--- src/sv/pmp_pkg.sv ---
// Shared constants, command codes and types for the protection checker.
package pmp_pkg;
	localparam int ENTRIES = 16;
	localparam int PHYS_ADDR_BITS = 56;
	localparam int WA = PHYS_ADDR_BITS - 2;
	localparam int EW = $clog2(ENTRIES);

	localparam logic [2:0] CMD_WR_ADDR = 3'd0;
	localparam logic [2:0] CMD_WR_CFG  = 3'd1;
	localparam logic [2:0] CMD_RD_ADDR = 3'd2;
	localparam logic [2:0] CMD_RD_CFG  = 3'd3;
	localparam logic [2:0] CMD_CHECK   = 3'd4;

	localparam logic [1:0] REG_ACTIVE = 2'd0;
	localparam logic [1:0] REG_GRAN   = 2'd1;
	localparam logic [1:0] REG_WIDE   = 2'd2;

	localparam logic [1:0] A_OFF   = 2'd0;
	localparam logic [1:0] A_TOR   = 2'd1;
	localparam logic [1:0] A_NA4   = 2'd2;
	localparam logic [1:0] A_NAPOT = 2'd3;

	localparam logic [1:0] KIND_LOAD  = 2'd0;
	localparam logic [1:0] KIND_STORE = 2'd1;
	localparam logic [1:0] KIND_FETCH = 2'd2;

	// word-granule masks derived from the granularity register
	typedef struct packed {
		logic [WA-1:0] gm;   // ones at and above the granule
		logic [WA-1:0] lo;   // ones below the granule
	} gran_t;

	// access under check, in word units
	typedef struct packed {
		logic [WA-1:0] word;
		logic [WA-1:0] accw;
		logic [WA:0]   end_w;
	} chk_t;
endpackage

--- src/sv/pmp_cell.sv ---
// One protection entry: storage plus its match logic, chained for TOR bases.
module pmp_cell (
	input  logic                  clk,
	input  logic                  arst_n,
	input  logic                  addr_we,
	input  logic [pmp_pkg::WA-1:0] addr_wd,
	input  logic                  cfg_we,
	input  logic [7:0]            cfg_wd,
	input  pmp_pkg::gran_t        gran,
	input  pmp_pkg::chk_t         chk,
	input  logic [pmp_pkg::WA-1:0] prev_top,
	output logic [pmp_pkg::WA-1:0] top_w,
	output logic [pmp_pkg::WA-1:0] addr,
	output logic [7:0]            cfg,
	output logic                  hit_any,
	output logic                  hit_all
);
	import pmp_pkg::*;

	logic [WA-1:0] addr_q;
	logic [7:0]    cfg_q;
	logic [WA-1:0] m, rm, diff;
	logic [WA:0]   top_x, prev_x;
	logic [1:0]    mode;

	always_ff @(posedge clk or negedge arst_n) begin
		if (!arst_n) begin
			addr_q <= '0;
			cfg_q  <= '0;
		end else begin
			if (addr_we) addr_q <= addr_wd;
			if (cfg_we) cfg_q <= cfg_wd;
		end
	end

	assign addr  = addr_q;
	assign cfg   = cfg_q;
	assign mode  = cfg_q[4:3];
	assign top_w = addr_q & gran.gm;

	always_comb begin
		m       = {addr_q[WA-2:0], mode != A_NA4} | gran.lo;
		rm      = ~(m & ~(m + 1'b1));
		diff    = (chk.word ^ top_w) & rm;
		top_x   = {1'b0, top_w};
		prev_x  = {1'b0, prev_top};
		hit_any = 1'b0;
		hit_all = 1'b0;
		unique case (mode)
			A_OFF: ;
			A_TOR: begin
				hit_any = (prev_top < top_w) && (chk.word < top_w) && (chk.end_w > prev_x);
				hit_all = (prev_top <= chk.word) && (chk.end_w <= top_x);
			end
			default: begin
				hit_any = (diff & chk.accw) == '0;
				hit_all = (diff == '0) && ((rm & ~chk.accw) == '0);
			end
		endcase
	end
endmodule
--- config.mk ---
export PLATFORM = sky130hd
export DESIGN_NAME = pmp_cell
export DESIGN_NICKNAME = d
export VERILOG_FILES = /design/src/sv/pmp_pkg.sv /design/src/sv/pmp_cell.sv
export SDC_FILE = /design/constraint.sdc
export NUM_CORES = 1
export LEC_CHECK = 0
export BUFFER_PORTS_ARGS = -buffer_cell sky130_fd_sc_hd__buf_2
export CAP_MARGIN = 20
export CORE_AREA = 2 2 198 200
export DETAILED_ROUTE_END_ITERATION = 16
export DIE_AREA = 0 0 200 202
export PLACE_DENSITY = 0.59
export SETUP_SLACK_MARGIN = 0.15
export SLEW_MARGIN = 20
export SYNTH_ARGS = -nofsm -noshare
export SYNTH_HDL_FRONTEND = slang
export SYNTH_SLANG_ARGS = --single-unit
--- constraint.sdc ---
create_clock -name clk -period 3.9 [get_ports clk]
set_input_delay 0.39 -clock clk [delete_from_list [all_inputs] [get_ports clk]]
set_output_delay 0.39 -clock clk [all_outputs]
set_load 0.005 [all_outputs]
==> summary.md, run 1 <==
| Metric | Value |
|---|---|
| CTS root buf | clkbuf_16 |
| Via count | 12800 |
| Synth top area cells | ha_1 33%, dfrtp_1 14%, inv_1 6.6% |
| Post-synth EDFFs | 0 |
| Crit path cell chain | nand2_2 > ha_1 > a21o_1 > a21o_1 > a211oi_1 > o2111ai_2 > a311oi_2 > buf_4 > o211ai_1 > o22ai_1 > buf_2 |
| Cell taking the most area after synthesis | ha_1 |
| NumNets Final | roughly 2600 |
| Power density of the placed cells | 224.4 nW/µm² |
| HPWL Detailed | 48.69 mm |
| Vias/cell | 5.234 |
| Crit-path max cell delay | 490 ps |
| H-Tree Depth | 3 |
| Clock sinks | 62 |
| Crit path buf inv count | 2 |
| Clk_skew | 0 ps |
| Final Util | ~40% |
| Crit path kind | flop to primary output |
| Core area | between 30000 and 40000 µm² |
| WL/cell | 22.44 µm |
| Detailed Route Iter0 Violations | 678 |
| Worst VDD drop | about 230 µV |
| #FFs+latches synth | 62 |
| Pre-antenna DRT Iters | 7 |
| CTS tree | yes |
| Initial core utilization | between 20% and 30% |
| Synth top area share | 32.92% |
| Ports | 509 |
| Fillcell total | between 3000 and 4000 |
| Crit-path max FO | 5 |
| Die outline width | around 200 µm |
| Clk buf depth | 2 |
| CP dominant cell by count | a21o_1 |
| Synthesized cell area | between 10000 and 15000 µm² |
| Final Wtd Congestion | 0.9265 |
| First-pass GRT wire length | 78.86 mm |
| RSZ-0062 raised after global routing | yes |
| IO buf count | a little over 500 |
| Post-synth ARST share | 100.0% |
| Maximum number of pins on one net before global-route repair | 63 |
| Pleak | between 8 and 9 nW |
| Cells after Synth | 1371 |
| Area grow syn2layout | 36.91% |
| WP data arrival | 3300 ps |
| Grt ovf | 0 |
| Fin crit share | 94.65% |
| Net Count, Synth | 2054 |
| Hold Fails Final Rpt | 0 |
| Primary FF master, synth | dfrtp_1 |
| HP Class | primary input to async pin |
| CP Capture Type | primary output |
| Slowest CP cell | dfrtp_1 |
| Clk pin slew, worst setup/hold paths | 60 ps |
| Maximum clock rate | 270.9 MHz |
| Initial antenna violation count | 24 |
| Pins over their slew limit | 0 |
| Share of layout cells above drive strength 1 | 36.24% |
| Outcome | completed |
| Crit path time final | between 3000 and 4000 ps |
| TritonCTS Buffers | 9 |
| Library cells used by synthesis | between 60 and 70 |
| Die footprint | 40400 µm² |
| Max-slew headroom | between 30% and 40% |
| Worst skew pair latency | 370 ps |
| Req. time, crit path | ~3500 ps |
| Top delay family on crit path | compound AO/OA/AOI/OAI gates |
| Ys Warns | 0 |
| Fin Setup TNS | 0 ps |
| Vias in the first global route | 12880 |
| Synth Area per Inst | around 8.1 µm² |
| Site row count | 72 |
| Worst slew pin tran | between 900 and 1000 ps |
| Routed Antenna Nets | 0 |
| Final setup violating endpoints | 0 |
| DRC violations left | 0 |
| Sequential-to-total area share from yosys stat | ~14% |
| Height of the die | a little over 200 µm |
| Drt total wl | 54.86 mm |
| Total track usage | 26.70% |
| Startpoint Class | flop |
| Max cap viols | 0 |
==> routing by layer <==
metal	vias up	GRT usage [%]	routed length, µm
met5	-	0	143
met4	22	8.228	1102
met3	75	6.341	4229
met2	506	45.98	26340
met1	5993	32.63	23050
li1	6202	-	-
==> final cells by class <==
| cell class | instances | area, µm² | area share, % |
|---|---|---|---|
| flip-flops and latches | 62 | 1558 | 10.25 |
| inverters | 196 | 735.7 | 4.842 |
| repair buffers | 542 | 2804 | 18.45 |
| well taps | 518 | 648.1 | 4.265 |
| clock buffers | 13 | 270.3 | 1.779 |
| multi-input cells | 1101 | 9145 | 60.18 |
| diodes | 12 | 30.03 | 0.1976 |
| clock inverters | 1 | 5.005 | 0.03294 |
==> cell families after synthesis <==
logic type	share of synthesized area [%]
AND/OR/NAND/NOR	18.98
AO/OA/AOI/OAI	20.72
adder cells (fa/ha/maj)	32.92
buffers and inverters	7.124
multiplexers	6.279
flip-flops	13.98
==> cell usage after synthesis (all sizes together) (7+ instances only) <==
library cell / number
o31ai: 9
buf: 7
a21o: 73
o22ai: 22
nand4: 74
o21ai: 57
a2111oi: 9
mux2: 61
inv: 196
a21oi: 87
nor3: 23
o21a: 9
nand3: 19
nor2: 65
a211oi: 14
nor4: 27
nor2b: 21
nand2: 120
nand2b: 14
dfrtp: 62
o211ai: 10
ha: 292
==> cell usage in the layout (no fill, tap or decap), drive strengths merged, types with 9 or more instances in the layout <==
cell type / count
o211ai: 10
diode: 12
nand2: 120
mux2: 61
nor4: 27
o22ai: 22
a2111oi: 9
nand4: 74
o31ai: 9
buf: 542
nand2b: 14
inv: 196
o21a: 9
nor2b: 21
o21ai: 57
a211oi: 14
nand3: 19
nor3: 23
a21o: 73
a21oi: 87
dfrtp: 62
clkbuf: 13
nor2: 65
ha: 292
==> worst paths after layout <==
path	start	endpoint	slack, ps	cells after the start
hold reg to reg	cfg[2]$_DFFE_PN0P_	cfg[2]$_DFFE_PN0P_	500	1
setup reg to reg	addr[1]$_DFFE_PN0P_	addr[1]$_DFFE_PN0P_	2850	3
max in group asynchronous	arst_n	addr[24]$_DFFE_PN0P_	3090	1
min in group clk	cfg_wd[4]	cfg[4]$_DFFE_PN0P_	230	3
setup / recovery	addr[8]$_DFFE_PN0P_	hit_any	210	11
hold / removal	arst_n	addr[53]$_DFFE_PN0P_	140	1
==> report_power, final <==
part	switching, mW	leakage, nW	internal [mW]
clock	0.340	0.138	0.473
sequential	0.0793	0.720	0.709
combinational	1.02	7.43	0.788
==> per-stage QoR <==
stage / instances / instance area (µm²) / setup slack (ps) / total power [mW] / hold WS, ps
6_report: 2445 / 15200 / 208.7 / 3.410 / 140.7
5_1_grt: 2439 / 15180 / 131.5 / 3.669 / 222.2
4_1_cts: 2428 / 14870 / 139.5 / 3.384 / 153.7
3_5_place_dp: 2407 / 14400 / -9.577 / 2.512 / 490.7
3_3_place_gp: 2407 / 14400 / -94.41 / 2.481 / 487.3
2_1_floorplan: 1371 / 11100 / 1122 / 1.697 / 94.41
==> state kept, by name, indices dropped and copies added, names as in the netlist <==
register  flops
addr         54
cfg           8
==> timing repair <==
action | CTS | global route
hold buffers | 0 | 0
endpoints found under the setup margin | 2 | 2
setup buffers | 7 | 5
gates resized for setup | 27 | 55
pin swaps | 5 | 14
No activity file was read; power rests on OpenSTA's default activity.
==> run 2, diff against run 1 <==
--- a/config.mk
+++ b/config.mk
@@ -8,3 +8,3 @@
 export BUFFER_PORTS_ARGS = -buffer_cell sky130_fd_sc_hd__buf_2
-export CAP_MARGIN = 20
+export CAP_MARGIN = 25
 export CORE_AREA = 2 2 198 200
==> constraint.sdc (replaced) <==
create_clock -name clk -period 3.9 [get_ports clk]
set_input_delay 1.17 -clock clk [delete_from_list [all_inputs] [get_ports clk]]
set_output_delay 1.17 -clock clk [all_outputs]
set_load 0.005 [all_outputs]
==> summary.md, run 2 (same netlist as run 1, synthesis figures left out) <==
| Metric | Value |
|---|---|
| Outcome | finished, violations left |
| Failing checks | setup timing |
| Maximum number of pins on one net before global-route repair | 55 (-13%) |
| DRC violations left | 0 (unchanged) |
| Worst hold slack | 512.0 ps (+371.3 ps) |
| Core area | 38290 µm² (unchanged) |
| Area grow syn2layout | 65.65% |
| TritonCTS Buffers | 9 (unchanged) |
| CTS root buf | clkbuf_16 |
| Drt total wl | 56.92 mm (+3.8%) |
| Ports | 509 (unchanged) |
| NumNets Final | 2999 (+16%) |
| Height of the die | 202 µm (unchanged) |
| Hold Fails Final Rpt | 0 (unchanged) |
| Worst skew pair latency | 380 ps (about the same) |
| HP Class | flop to flop |
| Commonest non-fill, non-tap cell in the layout | buf_2 |
| Power density of the placed cells | 211.8 nW/µm² (-5.6%) |
| Pins over their slew limit | 0 (unchanged) |
| Vias/cell | 4.906 (-6.3%) |
| IO buf count | 508 (unchanged) |
| Fin crit share | 121.0% (+26 points) |
| Worst slew pin tran | 998.7 ps (+82.24 ps) |
| Crit-path max FO | 5 (unchanged) |
| CTS Hold Bufs | 0 (unchanged) |
| Final Wtd Congestion | 0.9650 (+4.2%) |
| WL/cell | 19.90 µm (-11%) |
| Startpoint Class | primary input |
| RSZ-0062 raised after global routing | yes |
| WP data arrival | 3550 ps (+250 ps) |
| CP Capture Type | primary output |
| Vias in the first global route | 14640 (+14%) |
| Final setup violating endpoints | 2 (+2) |
| Max-slew headroom | 32.49% (-6.4 points) |
| Site row count | 72 (unchanged) |
| Detailed Route Iter0 Violations | 547 (-19%) |
| Share of layout cells above drive strength 1 | 47.26% (+11 points) |
| HPWL Detailed | 50.47 mm (+3.7%) |
| Max FFs per register | 54 (unchanged) |
| Die footprint | 40400 µm² (unchanged) |
| Max cap viols | 0 (unchanged) |
| Pre-antenna DRT Iters | 7 (unchanged) |
| Crit path time final | 4720 ps (+1029 ps) |
| Initial core utilization | 28.99% (unchanged) |
| Via count | 14040 (+9.7%) |
| Final Worst Setup Slack | -820.1 ps (-1029 ps) |
| Pleak | 10.23 nW (+23%) |
| Commonest cells after routing, fill and taps aside | 502 x buf_2, 433 x buf_4, 288 x ha_1, 196 x inv_1, 114 x nand2_1 |
| Req. time, crit path | 2730 ps (-780 ps) |
| Clk pin slew, worst setup/hold paths | 60 ps (about the same) |
| Total track usage | 27.75% (+1.1 points) |
| Fillcell total | 3850 (-3.7%) |
| CTS tree | yes |
| Initial antenna violation count | 25 (+4.2%) |
| Crit path kind | primary input to primary output |
| Routed Antenna Nets | 0 (unchanged) |
| Fin Setup TNS | -1606 ps (-1606 ps) |
| Maximum clock rate | 211.9 MHz (-22%) |
| Clk_skew | 0 ps (unchanged) |
| Clock sinks | 62 (unchanged) |
| Grt ovf | 0 (unchanged) |
| H-Tree Depth | 3 (unchanged) |
| Worst VDD drop | 239.3 µV (+1.9%) |
| First-pass GRT wire length | 83.02 mm (+5.3%) |
| Overall power | 3.894 mW (+14%) |
| Clk buf depth | 2 (unchanged) |
| Die outline width | 200 µm (unchanged) |
-- run 2: cell types whose count changed in the layout (fill, tap and decap cells not counted), sizes merged --
cell,previous run,this run
buf,542,946
inv,196,198
clkinvlp,0,3
clkbuf,13,10
diode,12,22
-- run 2: path summary, 6_finish.rpt --
| path | from | end | slack, ps | cells past startpoint |
|---|---|---|---|---|
| worst max-delay path | gran[0] | hit_all | -820 | 15 |
| worst min-delay path | cfg[6]$_DFFE_PN0P_ | cfg[6]$_DFFE_PN0P_ | 510 | 1 |
| max in group asynchronous | arst_n | addr[36]$_DFFE_PN0P_ | 2360 | 2 |
| worst min register to register | cfg[6]$_DFFE_PN0P_ | cfg[6]$_DFFE_PN0P_ | 510 | 1 |
| min in group asynchronous | arst_n | addr[31]$_DFFE_PN0P_ | 880 | 1 |
| worst max register to register | addr[9]$_DFFE_PN0P_ | addr[9]$_DFFE_PN0P_ | 2800 | 3 |
-- run 2: area by class of cell --
| type | count | area (µm²) | area share (%) |
|---|---|---|---|
| Multi-Input combinational cell | 1101 | 9213 | 50.11 |
| Timing Repair Buffer | 946 | 5899 | 32.09 |
| Sequential cell | 62 | 1551 | 8.438 |
| Inverter | 196 | 735.7 | 4.001 |
| Tap cell | 518 | 648.1 | 3.525 |
| Clock buffer | 10 | 239.0 | 1.300 |
| Antenna cell | 22 | 55.05 | 0.2994 |
| Clock inverter | 6 | 45.04 | 0.2450 |
-- run 2: per-layer routing --
layer  up-vias  track usage, %  routed length (µm)
li1       7025               -                   -
met1      6524           33.06               24240
met2       403           49.17               28200
met3        77           4.906                2829
met4         6           10.50                1624
met5         -               0                  34
-- run 2: worst max-delay path, cell delays in order --
cell	delay [ps]
buf_8	80
nor3b_4	40
nor4_4	350
buf_4	220
nand3_4	120
buf_6	160
nor4b_4	260
buf_4	160
buf_6	90
a21oi_4	30
nor4_4	310
buf_4	160
nand4_1	80
o22ai_1	140
buf_2	160
-- run 2: through the flow --
| step | instance area (µm²) | utilization, % | setup WS, ps | cells |
|---|---|---|---|---|
| 2_1_floorplan | 11200 | - | -303.8 | 1371 |
| 3_3_place_gp | 17590 | 45.93 | -1499 | 2817 |
| 3_5_place_dp | 17590 | 45.93 | -1223 | 2817 |
| 4_1_cts | 18250 | 47.67 | -816.0 | 2839 |
| 5_1_grt | 18380 | 48.00 | -919.9 | 2858 |
| 6_report | 18390 | 48.02 | -820.1 | 2861 |
-- run 2: repair_timing --
item	CTS	global route
pin swaps	21	4
hold endpoints to repair	0	0
buffers inserted	6	0
setup endpoints to repair	2	2
gates resized for setup	67	17
-- run 2: where the power goes --
part           internal (mW)  switching, mW  total, mW
registers              0.708         0.0698      0.778
logic                   1.15           1.11       2.27
clock network          0.451          0.401      0.851
total                   2.31           1.58       3.89
